### src/rtl/twcs_pkg.sv
// Shared types and constants for the textured wall column span core.
// No dependencies; twcs_emit and the top-level core import this package.
package twcs_pkg;

  // Fixed field widths, sized for the largest screen and texture supported
  localparam int ROW_W   = 6;   // screen rows, up to 64
  localparam int TEX_W   = 7;   // texture coordinates, up to 128
  localparam int LH_W    = 15;  // line height, up to 64 * 256
  localparam int OFF_W   = 14;  // clipped half height offset
  localparam int STEP_W  = 24;  // texture step quotient, up to 128 << 16
  localparam int POS_W   = 32;  // Q16.16 texture position
  localparam int FRAC_W  = 21;  // hit point fraction bits
  localparam int DIST_W  = 16;

  // Wall face codes
  localparam logic [1:0] FACE_NORTH = 2'd0;
  localparam logic [1:0] FACE_SOUTH = 2'd1;
  localparam logic [1:0] FACE_EAST  = 2'd2;
  localparam logic [1:0] FACE_WEST  = 2'd3;

  typedef struct packed {
    logic [9:0]         column;
    logic [15:0]        wall_distance;
    logic               hit_side;
    logic signed [15:0] ray_dir_x;
    logic signed [15:0] ray_dir_y;
    logic [15:0]        player_x;
    logic [15:0]        player_y;
  } hit_item_t;

  typedef struct packed {
    logic [9:0]       out_column;
    logic [ROW_W-1:0] screen_row;
    logic [TEX_W-1:0] texel_x;
    logic [TEX_W-1:0] texel_y;
    logic [1:0]       wall_face;
    logic             last_row;
  } pixel_item_t;

  // Carried alongside the line height division
  typedef struct packed {
    logic [9:0]       column;
    logic [TEX_W-1:0] tx;
    logic [1:0]       face;
    logic             dist_zero;
  } tex_info_t;

  // Carried alongside the texture step division
  typedef struct packed {
    logic [9:0]       column;
    logic [TEX_W-1:0] tx;
    logic [1:0]       face;
    logic [ROW_W-1:0] first;
    logic [ROW_W-1:0] last;
    logic [OFF_W-1:0] off;
    logic             lh_zero;
  } clip_info_t;

  // One column span ready for row emission
  typedef struct packed {
    logic [9:0]       column;
    logic [TEX_W-1:0] tx;
    logic [1:0]       face;
    logic [ROW_W-1:0] first;
    logic [ROW_W-1:0] last;
    logic [POS_W-1:0] pos;
    logic [POS_W-1:0] step;
  } span_t;

endpackage

### src/rtl/twcs_div.sv
// Pipelined restoring divider, one quotient bit per stage, with a sideband.
// Depends on nothing; all stages advance together on en.
module twcs_div #(
  parameter int NW = 15,
  parameter int DW = 16,
  parameter int SW = 8
) (
  input  logic          clk,
  input  logic          rst,
  input  logic          en,
  input  logic          in_valid,
  input  logic [NW-1:0] num,
  input  logic [DW-1:0] den,
  input  logic [SW-1:0] in_side,
  output logic          out_valid,
  output logic [NW-1:0] quo,
  output logic [SW-1:0] out_side
);

  logic [NW-1:0] v;
  logic [DW-1:0] rem_r  [NW];
  logic [NW-1:0] quo_r  [NW];
  logic [NW-1:0] num_r  [NW];
  logic [DW-1:0] den_r  [NW];
  logic [SW-1:0] side_r [NW];

  for (genvar i = 0; i < NW; i++) begin : g_stage
    logic          pv;
    logic [DW-1:0] prem;
    logic [NW-1:0] pquo;
    logic [NW-1:0] pnum;
    logic [DW-1:0] pden;
    logic [SW-1:0] pside;
    logic [DW:0]   cat;
    logic [DW:0]   diff;
    logic          ge;

    // Select the previous stage, or the input for the first
    if (i == 0) begin : g_first
      assign pv    = in_valid;
      assign prem  = '0;
      assign pquo  = '0;
      assign pnum  = num;
      assign pden  = den;
      assign pside = in_side;
    end else begin : g_next
      assign pv    = v[i-1];
      assign prem  = rem_r[i-1];
      assign pquo  = quo_r[i-1];
      assign pnum  = num_r[i-1];
      assign pden  = den_r[i-1];
      assign pside = side_r[i-1];
    end

    // Trial subtract of the divisor from the shifted remainder
    assign cat  = {prem, pnum[NW-1]};
    assign diff = cat - {1'b0, pden};
    assign ge   = ~diff[DW];

    always_ff @(posedge clk) begin
      if (rst) begin
        v[i] <= 1'b0;
      end else if (en) begin
        v[i] <= pv;
      end
    end

    always_ff @(posedge clk) begin
      if (en) begin
        rem_r[i]  <= ge ? diff[DW-1:0] : cat[DW-1:0];
        quo_r[i]  <= {pquo[NW-2:0], ge};
        num_r[i]  <= pnum << 1;
        den_r[i]  <= pden;
        side_r[i] <= pside;
      end
    end
  end

  assign out_valid = v[NW-1];
  assign quo       = quo_r[NW-1];
  assign out_side  = side_r[NW-1];

endmodule

### src/rtl/twcs_emit.sv
// Row emitter: walks one column span a row per cycle, while the output register is free, into that register.
// Depends on twcs_pkg.
module twcs_emit
  import twcs_pkg::*;
#(
  parameter int TEXTURE_SIZE = 128
) (
  input  logic        clk,
  input  logic        rst,
  input  logic        span_valid,
  output logic        span_ready,
  input  span_t       span,
  output logic        pix_valid,
  input  logic        pix_ready,
  output pixel_item_t pix
);

  localparam logic [TEX_W-1:0] TMASK = TEX_W'(TEXTURE_SIZE - 1);

  logic             busy;
  logic [ROW_W-1:0] row;
  logic [ROW_W-1:0] last;
  logic [POS_W-1:0] pos;
  logic [POS_W-1:0] step;
  logic [9:0]       column;
  logic [TEX_W-1:0] tx;
  logic [1:0]       face;
  logic             slot_free;
  logic             load;
  logic             emit;
  logic             final_row;

  assign span_ready = ~busy;
  assign load       = span_valid & ~busy;
  assign slot_free  = ~pix_valid | pix_ready;
  assign emit       = busy & slot_free;
  assign final_row  = (row + ROW_W'(1)) == last;

  // Track the span in progress and the output register
  always_ff @(posedge clk) begin
    if (rst) begin
      busy      <= 1'b0;
      pix_valid <= 1'b0;
    end else begin
      if (load) begin
        busy <= span.first < span.last;
      end else if (emit && final_row) begin
        busy <= 1'b0;
      end
      if (emit) begin
        pix_valid <= 1'b1;
      end else if (pix_ready) begin
        pix_valid <= 1'b0;
      end
    end
  end

  // Load a new span, or advance one row
  always_ff @(posedge clk) begin
    if (load) begin
      row    <= span.first;
      last   <= span.last;
      pos    <= span.pos;
      step   <= span.step;
      column <= span.column;
      tx     <= span.tx;
      face   <= span.face;
    end else if (emit) begin
      row <= row + ROW_W'(1);
      pos <= pos + step;
    end
    if (emit) begin
      pix.out_column <= column;
      pix.screen_row <= row;
      pix.texel_x    <= tx;
      pix.texel_y    <= pos[16 +: TEX_W] & TMASK;
      pix.wall_face  <= face;
      pix.last_row   <= final_row;
    end
  end

endmodule

### src/rtl/textured_wall_column_span_core.sv
// Textured wall column span core: one column hit in, one pixel item per drawn row out.
// Column accept to first row passes through two bit-per-stage dividers and the emitter.
// Throughput: one row per cycle while pix_ready allows; a span holds the input until its rows are out.
// The setup pipeline takes a column each cycle unless a finished span waits on a busy row emitter.
// Reset (rst, synchronous) clears all valid bits and the emitter; payload is not reset.
// Depends on twcs_pkg, twcs_div and twcs_emit.
module textured_wall_column_span_core
  import twcs_pkg::*;
#(
  parameter int SCREEN_HEIGHT = 64,
  parameter int TEXTURE_SIZE  = 128
) (
  input  logic        clk,
  input  logic        rst,
  input  logic        col_valid,
  output logic        col_ready,
  input  hit_item_t   col_hit,
  output logic        pix_valid,
  input  logic        pix_ready,
  output pixel_item_t pix
);

  localparam logic [LH_W-1:0]   LH_MAX   = LH_W'(SCREEN_HEIGHT * 256);
  localparam logic [STEP_W-1:0] STEP_NUM = STEP_W'(TEXTURE_SIZE * 65536);
  localparam logic [OFF_W-1:0]  HALF_SCR = OFF_W'(SCREEN_HEIGHT / 2);
  localparam logic [LH_W-1:0]   SCR_H    = LH_W'(SCREEN_HEIGHT);
  localparam logic [ROW_W-1:0]  ROW_MAX  = ROW_W'(SCREEN_HEIGHT - 1);
  localparam logic [TEX_W-1:0]  TEX_MAX  = TEX_W'(TEXTURE_SIZE - 1);
  localparam int TI_W = $bits(tex_info_t);
  localparam int CI_W = $bits(clip_info_t);

  logic adv;
  logic span_ready;

  // Stage 0: input register
  logic      s0_v;
  hit_item_t s0;

  // Stage 1: hit product and face
  logic              s1_v;
  logic [FRAC_W-1:0] s1_prod;
  logic [7:0]        s1_pfrac;
  logic              s1_mirror;
  logic [1:0]        s1_face;
  logic [9:0]        s1_column;
  logic [DIST_W-1:0] s1_dist;
  logic signed [15:0] ray_sel;
  logic signed [32:0] prod_full;
  logic              mirror_c;
  logic [1:0]        face_c;

  // Stage 2 logic feeding the line height divider
  logic [FRAC_W-1:0]   frac;
  logic [FRAC_W+7:0]   txp;
  logic [TEX_W-1:0]    tx_raw;
  tex_info_t           ti_in;

  // Line height divider output and clip stage
  logic            d1_v;
  logic [LH_W-1:0] d1_q;
  logic [TI_W-1:0] d1_side;
  tex_info_t       ti_out;
  logic [LH_W-1:0] lh;
  logic [OFF_W-1:0] half;
  logic [LH_W-1:0] bot;
  logic            s3_v;
  logic [LH_W-1:0] s3_lh;
  clip_info_t      s3;
  clip_info_t      ci_c;

  // Texture step divider output and span stages
  logic              d2_v;
  logic [STEP_W-1:0] d2_q;
  logic [CI_W-1:0]   d2_side;
  clip_info_t        ci_out;
  logic              s4_v;
  clip_info_t        s4;
  logic [POS_W-1:0]  s4_step;
  logic              s5_v;
  span_t             s5;
  logic [POS_W+OFF_W-1:0] pos_full;

  // Advance the whole setup pipeline when its tail can move on
  assign adv       = ~s5_v | span_ready;
  assign col_ready = adv;

  // Capture the column hit
  always_ff @(posedge clk) begin
    if (rst) begin
      s0_v <= 1'b0;
    end else if (adv) begin
      s0_v <= col_valid;
    end
  end

  always_ff @(posedge clk) begin
    if (adv) begin
      s0 <= col_hit;
    end
  end

  // Pick the axis, mirror and face from the side and ray signs
  always_comb begin
    ray_sel   = s0.hit_side ? s0.ray_dir_x : s0.ray_dir_y;
    prod_full = $signed({1'b0, s0.wall_distance}) * ray_sel;
    if (s0.hit_side) begin
      mirror_c = s0.ray_dir_y[15];
      face_c   = (!s0.ray_dir_y[15] && s0.ray_dir_y != 16'sd0) ? FACE_NORTH : FACE_SOUTH;
    end else begin
      mirror_c = !s0.ray_dir_x[15] && s0.ray_dir_x != 16'sd0;
      face_c   = s0.ray_dir_x[15] ? FACE_EAST : FACE_WEST;
    end
  end

  always_ff @(posedge clk) begin
    if (rst) begin
      s1_v <= 1'b0;
    end else if (adv) begin
      s1_v <= s0_v;
    end
  end

  always_ff @(posedge clk) begin
    if (adv) begin
      s1_prod   <= prod_full[FRAC_W-1:0];
      s1_pfrac  <= s0.hit_side ? s0.player_x[7:0] : s0.player_y[7:0];
      s1_mirror <= mirror_c;
      s1_face   <= face_c;
      s1_column <= s0.column;
      s1_dist   <= s0.wall_distance;
    end
  end

  // Form the hit fraction and the texture column
  always_comb begin
    frac   = s1_prod + {s1_pfrac, 13'd0};
    txp    = (FRAC_W + 8)'(frac) * (FRAC_W + 8)'(TEXTURE_SIZE);
    tx_raw = txp[FRAC_W +: TEX_W];
    ti_in.column    = s1_column;
    ti_in.tx        = s1_mirror ? (TEX_MAX - tx_raw) : tx_raw;
    ti_in.face      = s1_face;
    ti_in.dist_zero = s1_dist == '0;
  end

  twcs_div #(.NW(LH_W), .DW(DIST_W), .SW(TI_W)) u_div_lh (
    .clk       (clk),
    .rst       (rst),
    .en        (adv),
    .in_valid  (s1_v),
    .num       (LH_MAX),
    .den       (s1_dist),
    .in_side   (ti_in),
    .out_valid (d1_v),
    .quo       (d1_q),
    .out_side  (d1_side)
  );

  // Clip the slice to the screen
  always_comb begin
    ti_out = tex_info_t'(d1_side);
    lh     = ti_out.dist_zero ? LH_MAX : d1_q;
    half   = lh[LH_W-1:1];
    bot    = {1'b0, half} + {1'b0, HALF_SCR};
    ci_c.column  = ti_out.column;
    ci_c.tx      = ti_out.tx;
    ci_c.face    = ti_out.face;
    ci_c.first   = (half >= HALF_SCR) ? '0 : ROW_W'(HALF_SCR - half);
    ci_c.last    = (bot >= SCR_H) ? ROW_MAX : bot[ROW_W-1:0];
    ci_c.off     = (half >= HALF_SCR) ? (half - HALF_SCR) : '0;
    ci_c.lh_zero = lh == '0;
  end

  always_ff @(posedge clk) begin
    if (rst) begin
      s3_v <= 1'b0;
    end else if (adv) begin
      s3_v <= d1_v;
    end
  end

  always_ff @(posedge clk) begin
    if (adv) begin
      s3    <= ci_c;
      s3_lh <= lh;
    end
  end

  twcs_div #(.NW(STEP_W), .DW(LH_W), .SW(CI_W)) u_div_step (
    .clk       (clk),
    .rst       (rst),
    .en        (adv),
    .in_valid  (s3_v),
    .num       (STEP_NUM),
    .den       (s3_lh),
    .in_side   (s3),
    .out_valid (d2_v),
    .quo       (d2_q),
    .out_side  (d2_side)
  );

  assign ci_out = clip_info_t'(d2_side);

  // Hold the texture step
  always_ff @(posedge clk) begin
    if (rst) begin
      s4_v <= 1'b0;
      s5_v <= 1'b0;
    end else if (adv) begin
      s4_v <= d2_v;
      s5_v <= s4_v;
    end
  end

  always_ff @(posedge clk) begin
    if (adv) begin
      s4      <= ci_out;
      s4_step <= ci_out.lh_zero ? '0 : POS_W'(d2_q);
    end
  end

  // Start position is the clipped offset times the step
  assign pos_full = (POS_W + OFF_W)'(s4.off) * (POS_W + OFF_W)'(s4_step);

  always_ff @(posedge clk) begin
    if (adv) begin
      s5.column <= s4.column;
      s5.tx     <= s4.tx;
      s5.face   <= s4.face;
      s5.first  <= s4.first;
      s5.last   <= s4.last;
      s5.step   <= s4_step;
      s5.pos    <= pos_full[POS_W-1:0];
    end
  end

  twcs_emit #(.TEXTURE_SIZE(TEXTURE_SIZE)) u_emit (
    .clk        (clk),
    .rst        (rst),
    .span_valid (s5_v),
    .span_ready (span_ready),
    .span       (s5),
    .pix_valid  (pix_valid),
    .pix_ready  (pix_ready),
    .pix        (pix)
  );

  // A drawn row never reaches the bottom screen row
  a_row_range : assert property (@(posedge clk) disable iff (rst)
    pix_valid |-> pix.screen_row < ROW_MAX)
    else $error("row beyond span limit");

  // A span keeps emitting until its final row
  a_span_cont : assert property (@(posedge clk) disable iff (rst)
    pix_valid && pix_ready && !pix.last_row |=> pix_valid)
    else $error("span ended without final row");

  // Rows of one span stay on one column and count up
  a_span_col : assert property (@(posedge clk) disable iff (rst)
    pix_valid && pix_ready && !pix.last_row |=>
      pix.out_column == $past(pix.out_column) &&
      pix.screen_row == $past(pix.screen_row) + ROW_W'(1))
    else $error("span column or row order broken");

endmodule
### config.mk
export PLATFORM = sky130hd
export DESIGN_NAME = textured_wall_column_span_core
export DESIGN_NICKNAME = d
export VERILOG_FILES = /design/src/rtl/twcs_pkg.sv /design/src/rtl/twcs_div.sv /design/src/rtl/twcs_emit.sv /design/src/rtl/textured_wall_column_span_core.sv
export SDC_FILE = /design/constraint.sdc
export NUM_CORES = 2
export LEC_CHECK = 0
export BUFFER_PORTS_ARGS = -buffer_cell sky130_fd_sc_hd__buf_4
export CAP_MARGIN = 30
export CORE_ASPECT_RATIO = 1.4
export CORE_MARGIN = 2
export CORE_UTILIZATION = 60
export CTS_BUF_LIST = sky130_fd_sc_hd__clkbuf_8
export CTS_CLUSTER_DIAMETER = 40
export DETAILED_ROUTE_END_ITERATION = 10
export GPL_TIMING_DRIVEN = 0
export PLACE_DENSITY = 0.86
export SYNTH_ARGS = -nofsm -noshare
export SYNTH_HDL_FRONTEND = slang
export SYNTH_HIERARCHICAL = 1
export SYNTH_MEMORY_MAX_BITS = 65536
export SYNTH_SLANG_ARGS = --single-unit
### constraint.sdc
create_clock -name clk -period 113 [get_ports clk]
set_clock_uncertainty 0.15 [all_clocks]
set_input_delay 5.65 -clock clk [delete_from_list [all_inputs] [get_ports clk]]
set_output_delay 5.65 -clock clk [all_outputs]
set_load 0.03 [all_outputs]
# --- Word level (Yosys, flattened, before mapping) ---
# Memory sizes are Yosys's and may differ from the RTL's. A register that Yosys moved wholly into a read port is not among the register bits.
# Cells that the tools add are included.
# Widths: inputs -> output; s select.
word_totals:
  elab_cells: 271
  regBits: 516
  n_memories: 10
  ramBits: 4167
mem_list:
  columns: ["name", "words", "word_bits", "rd", "rd_ports_with_merged_regs", "wr", "line_no", "rtl"]
  rows:
  - ["u_div_step.side_r", 24, 46, 24, 0, 24, "twcs_div.sv:25", "logic [SW-1:0] side_r [NW];"]
  - ["u_div_step.quo_r", 24, 24, 24, 1, 24, "twcs_div.sv:22", "logic [NW-1:0] quo_r [NW];"]
  - ["u_div_step.num_r", 24, 23, 23, 0, 24, "twcs_div.sv:23", "logic [NW-1:0] num_r [NW];"]
  - ["u_div_step.den_r", 24, 15, 23, 0, 24, "twcs_div.sv:24", "logic [DW-1:0] den_r [NW];"]
  - ["u_div_step.rem_r", 24, 15, 23, 0, 24, "twcs_div.sv:21", "logic [DW-1:0] rem_r [NW];"]
  - ["u_div_lh.side_r", 15, 20, 15, 0, 15, "twcs_div.sv:25", null]
  - ["+4 memories", null, null, null, null, null, null, null]
classes:
  add_sub_neg: 46
  eq_ne: 1
  n_reduce_logical: 12
  order_cmp: 3
  multipliers: 2
  mux: 57
  bitwise: 46
ops:
  columns: ["cell", "n"]
  rows:
  - ["$mux 15", 25]
  - ["$sub 16x15->16", 23]
  - ["$mux 16", 16]
  - ["$sub 17x16->17", 14]
  - ["$mux 32", 2]
  - ["$not 1->1", 42]
  - ["$add 32x32->32", 1]
  - ["$mul 14x32->32", 1]
  - ["$reduce_bool 16->1", 2]
  - ["$add 21x21->21", 1]
  - ["$mul 17x16->21", 1]
  - ["$sub 1x16->17 const A", 1]
  - ["$logic_not 16->1", 1]
  - ["$sub 1x15->16 const A", 1]
  - ["$add 14x6->15 const B", 1]
  - ["$ge 15x7->1 const B", 1]
  - ["$logic_not 15->1", 1]
  - ["$ge 14x6->1 const B", 1]
  - ["$sub 14x6->14 const B", 1]
  - ["$mux 6", 2]
  - ["$mux 1", 9]
  - ["$mux 8", 1]
  - ["$mux 7", 1]
  - ["$sub 7x7->7 const A", 1]
  - ["10 further kinds", 17]

# --- Longest topological paths before layout ---
depth:
  word_depth: 6
  mapped_depth: 24
  ltp_nobuf: 22

# --- Hierarchy ---
# The synthesis kept the hierarchy.
by_module_without_submodules:
  columns: ["module", "area_per_inst_um2", "instances", "cells_per_inst", "seq_area_each_um2"]
  rows:
  - ["twcs_div at u_div_step", 93282.0, 1, 5344, 71648.7]
  - ["twcs_div at u_div_lh", 42819.8, 1, 2871, 29518.3]
  - ["textured_wall_column_span_core", 27378.8, 1, 2355, 10219.8]
  - ["twcs_emit", 5258.8, 1, 396, 3343.2]

# --- Worst setup path after synthesis ---
# Ideal clock, no wire load.
synth_path:
  path_kind: "reg2reg"
  startpoint: "register u_emit.busy"
  endpoint: "register s5_v"
  stages_incl_launch_ff: 5
  arrival_ns: 103.031
  period_less_slack_ns: 106.968
  required_time_ns: 109.063
  setup_slack_ns: 6.032
  cell_sequence: "dfxtp_1 inv_1 nand2b_1 clkbuf_1 a21oi_1"
synth_via:
  elab_chain_len: 2
synth_rtl:
  columns: ["item", "line_no", "rtl"]
  rows:
  - ["from (decl)", "twcs_emit.sv:20", "logic busy;"]
  - ["from (signal assigned)", "twcs_emit.sv:46", "busy <= span.first < span.last;"]
  - ["$not 1->1", "twcs_emit.sv:33", "assign span_ready = ~busy;"]
  - ["via span_ready", "textured_wall_column_span_core.sv:33", "logic span_ready;"]
  - ["$or 1x1->1", "textured_wall_column_span_core.sv:84", "assign adv = ~s5_v | span_ready;"]
  - ["via col_ready", "textured_wall_column_span_core.sv:16", "output logic col_ready,"]
  - ["to (signal assigned)", "textured_wall_column_span_core.sv:210", "s5_v <= s4_v;"]
  - ["to (decl)", "textured_wall_column_span_core.sv:79", "logic s5_v;"]
# The timed path passes the listed nets, and every way through them passes these cells.
# A chain may end at the register's enable or synchronous reset.

# --- Final worst setup path ---
layout_path:
  startpoint: "register u_emit.busy"
  endpoint: "output col_ready"
layout_via:
  elab_chain_len: 2
layout_rtl:
  columns: ["item", "line_no"]
  rows:
  - ["$not 1->1", "twcs_emit.sv:33"]
  - ["via span_ready", "textured_wall_column_span_core.sv:33"]
  - ["$or 1x1->1", "textured_wall_column_span_core.sv:84"]
  - ["to (decl)", "textured_wall_column_span_core.sv:16"]
# The timed path passes the listed nets, and every way through them passes these cells.

==> impl_metrics.csv <==
group,metric,value,unit
layout,n_fill_cell,17932,
clocking,post_cts_buffers,0,
placed_design,io_buffers,113,
layout,seq_area,114000,um2
global_routing,grtUsageTotal,21.8,%
die,io_pins,130,
timing,tightest_slew,1.05,ns
timing,fin_crit,11.55,ns
worst_setup_path,cp.required,107.20,ns
detailed_routing,wl,303000,um
detailed_routing,num_vias,85372,
timing,rsz0062_at_grt,"false",
global_routing,grt_first_pass_wirelength,476000,um
clocking,cts_buffers,561,
clocking,cts_tree,"yes",
timing,hold_violations,0,
run_status,status,"finished, final reports clean",
timing,final.setup.tns,0,ns
global_routing,grt-ovfl-total,0,
die,die_y,624,um
clocking,root_buffer,"clkbuf_8",
global_routing,antenna_found_initial,2,
clocking,clk_pin_slew,0.06,ns
timing,slew_viol_final,0,
timing,fin_crit_sh,10.2,%
job,maxCapViolations,0,
detailed_routing,via_per_inst,5.51,
clocking,clk_latency,1.05,ns
global_routing,grt_pass1_vias,91229,
clocking,cts_sinks,3801,
clocking,cts.htree.levels,6,
detailed_routing,postRouteAntennaNets,0,
placed_design,dp_hpwl,215000,um
timing,fmax,86.6,MHz
die,num_rows,227,
logic_synthesis,synthCells,10614,
detailed_routing,drt_iter0_markers,5560,
clocking,hold_buffers,0,
die,dieWidth,447,um
worst_hold_path,hold_class,"register to register",
clocking,cts_resized,0,
die,start_util,60.3,%
placed_design,gp_congestion,0.931,
logic_synthesis,syn_avg_cell_area,15.5,um2
logic_synthesis,syn_area,165000,um2
detailed_routing,drt-pass1-iter-count,6,
detailed_routing,route.detailed.drc,0,
layout,nNetsFinal,12584,
timing,setup_violations,0,
layout,area_delta_synth_final,10.8,%
global_routing,grt_max_degree,82,
layout,drive_gt1_share,12.8,%
worst_setup_path,critical_path_arrival,5.75,ns
worst_setup_path,start_kind,"register",
timing,holdWs,0.227,ns
worst_setup_path,worstSetupPathType,"register to primary output",
detailed_routing,post_drt_wl_per_cell,19.6,um
die,die-area,279000,um2
die,coreArea,273000,um2
logic_synthesis,ys_warn_count,6,
layout,multiInputGateArea,46000,um2
timing,slew_headroom,29.9,%
worst_setup_path,end_kind,"primary output",
layout,utilization,66.8,%
clocking,clockBufferDepth,4,
worst_setup_path,critPathMaxFanout,73,
through the flow:
stage | cells | instance area (um2) | worst slack (ns)
6_report | 15481 | 183000 | 101.45
5_1_grt | 15479 | 183000 | 101.00
4_1_cts | 15476 | 183000 | 101.29
3_5_place_dp | 14506 | 172000 | 102.44
3_3_place_gp | 14441 | 170000 | -33.15
2_1_floorplan | 10664 | 165000 | 7.04
sequential cells by signal, summed over array words and instances, names as in the netlist, 46 cells and up:
register and count:
u_div_step/side_r 1104, u_div_step/den_r 345, u_div_step/rem_r 345, u_div_lh/side_r 300, u_div_step/num_r 276, u_div_step/quo_r 276
u_div_lh/den_r 224, u_div_lh/rem_r 224, u_div_lh/quo_r 120, u_div_lh/num_r 105, s5 77, s0 75
s3 46
per-layer routing:
metal | part of all wire (%) | up-vias | track usage (%)
met1 | 34 | 41876 | 21.7
li1 | - | 40406 | -
met5 | 0 | - | 0
met2 | 56 | 2104 | 42.2
met3 | 3.6 | 986 | 3.19
met4 | 6.4 | 0 | 13.1
final cells by class:
type,count,share of cell area [%]
antenna,4,0.00548
buffer,182,0.456
clock buffer,571,4.30
clock inverter,399,1.49
inverter,1178,2.42
multi-input combinational,5503,25.2
sequential,3801,62.2
tap,3664,2.51
timing repair buffer,179,1.35
cell usage in the layout, fill, tap and decap left out, drive strengths merged, types with 54 or more instances in the layout:
cell type / n
nand2: 570
or3: 65
o31ai: 55
o21a: 88
a211oi: 58
nor2b: 132
mux2i: 113
buf: 228
clkinv: 181
xor2: 151
o21bai: 63
inv: 1347
clkbuf: 704
ha: 728
a21oi: 398
xnor2: 349
nor3: 83
o21ai: 292
nand3: 75
o211ai: 73
fa: 355
nor2: 378
edfxtp: 3755
conb: 54
mux2: 462
and2: 202
a21o: 185
nand2b: 93
final timing paths:
check	start	to	slack [ns]	cells after the start
worst max-delay path	u_emit/busy	col_ready	101.45	13
worst min-delay path	u_div_step/side_r[1][12]	u_div_step/side_r[1][58]	0.23	0
worst max register to register	s0[64]	s1_prod[20]	105.22	21
worst min register to register	u_div_step/side_r[1][12]	u_div_step/side_r[1][58]	0.23	0
critical path: stages, from the launching register on:
cell and delay, ns:
dfxtp_1 0.33, inv_1 0.18, nand2b_1 0.14, clkbuf_4 0.60
buf_16 0.35, buf_16 0.28, buf_16 0.35, buf_16 0.30
buf_16 0.34, buf_16 0.29, buf_16 0.32, buf_16 0.34
buf_16 0.33, buf_4 0.23
Power is not shown: default switching activity piles up to over one toggle a cycle in this logic, so the estimate is an artifact.
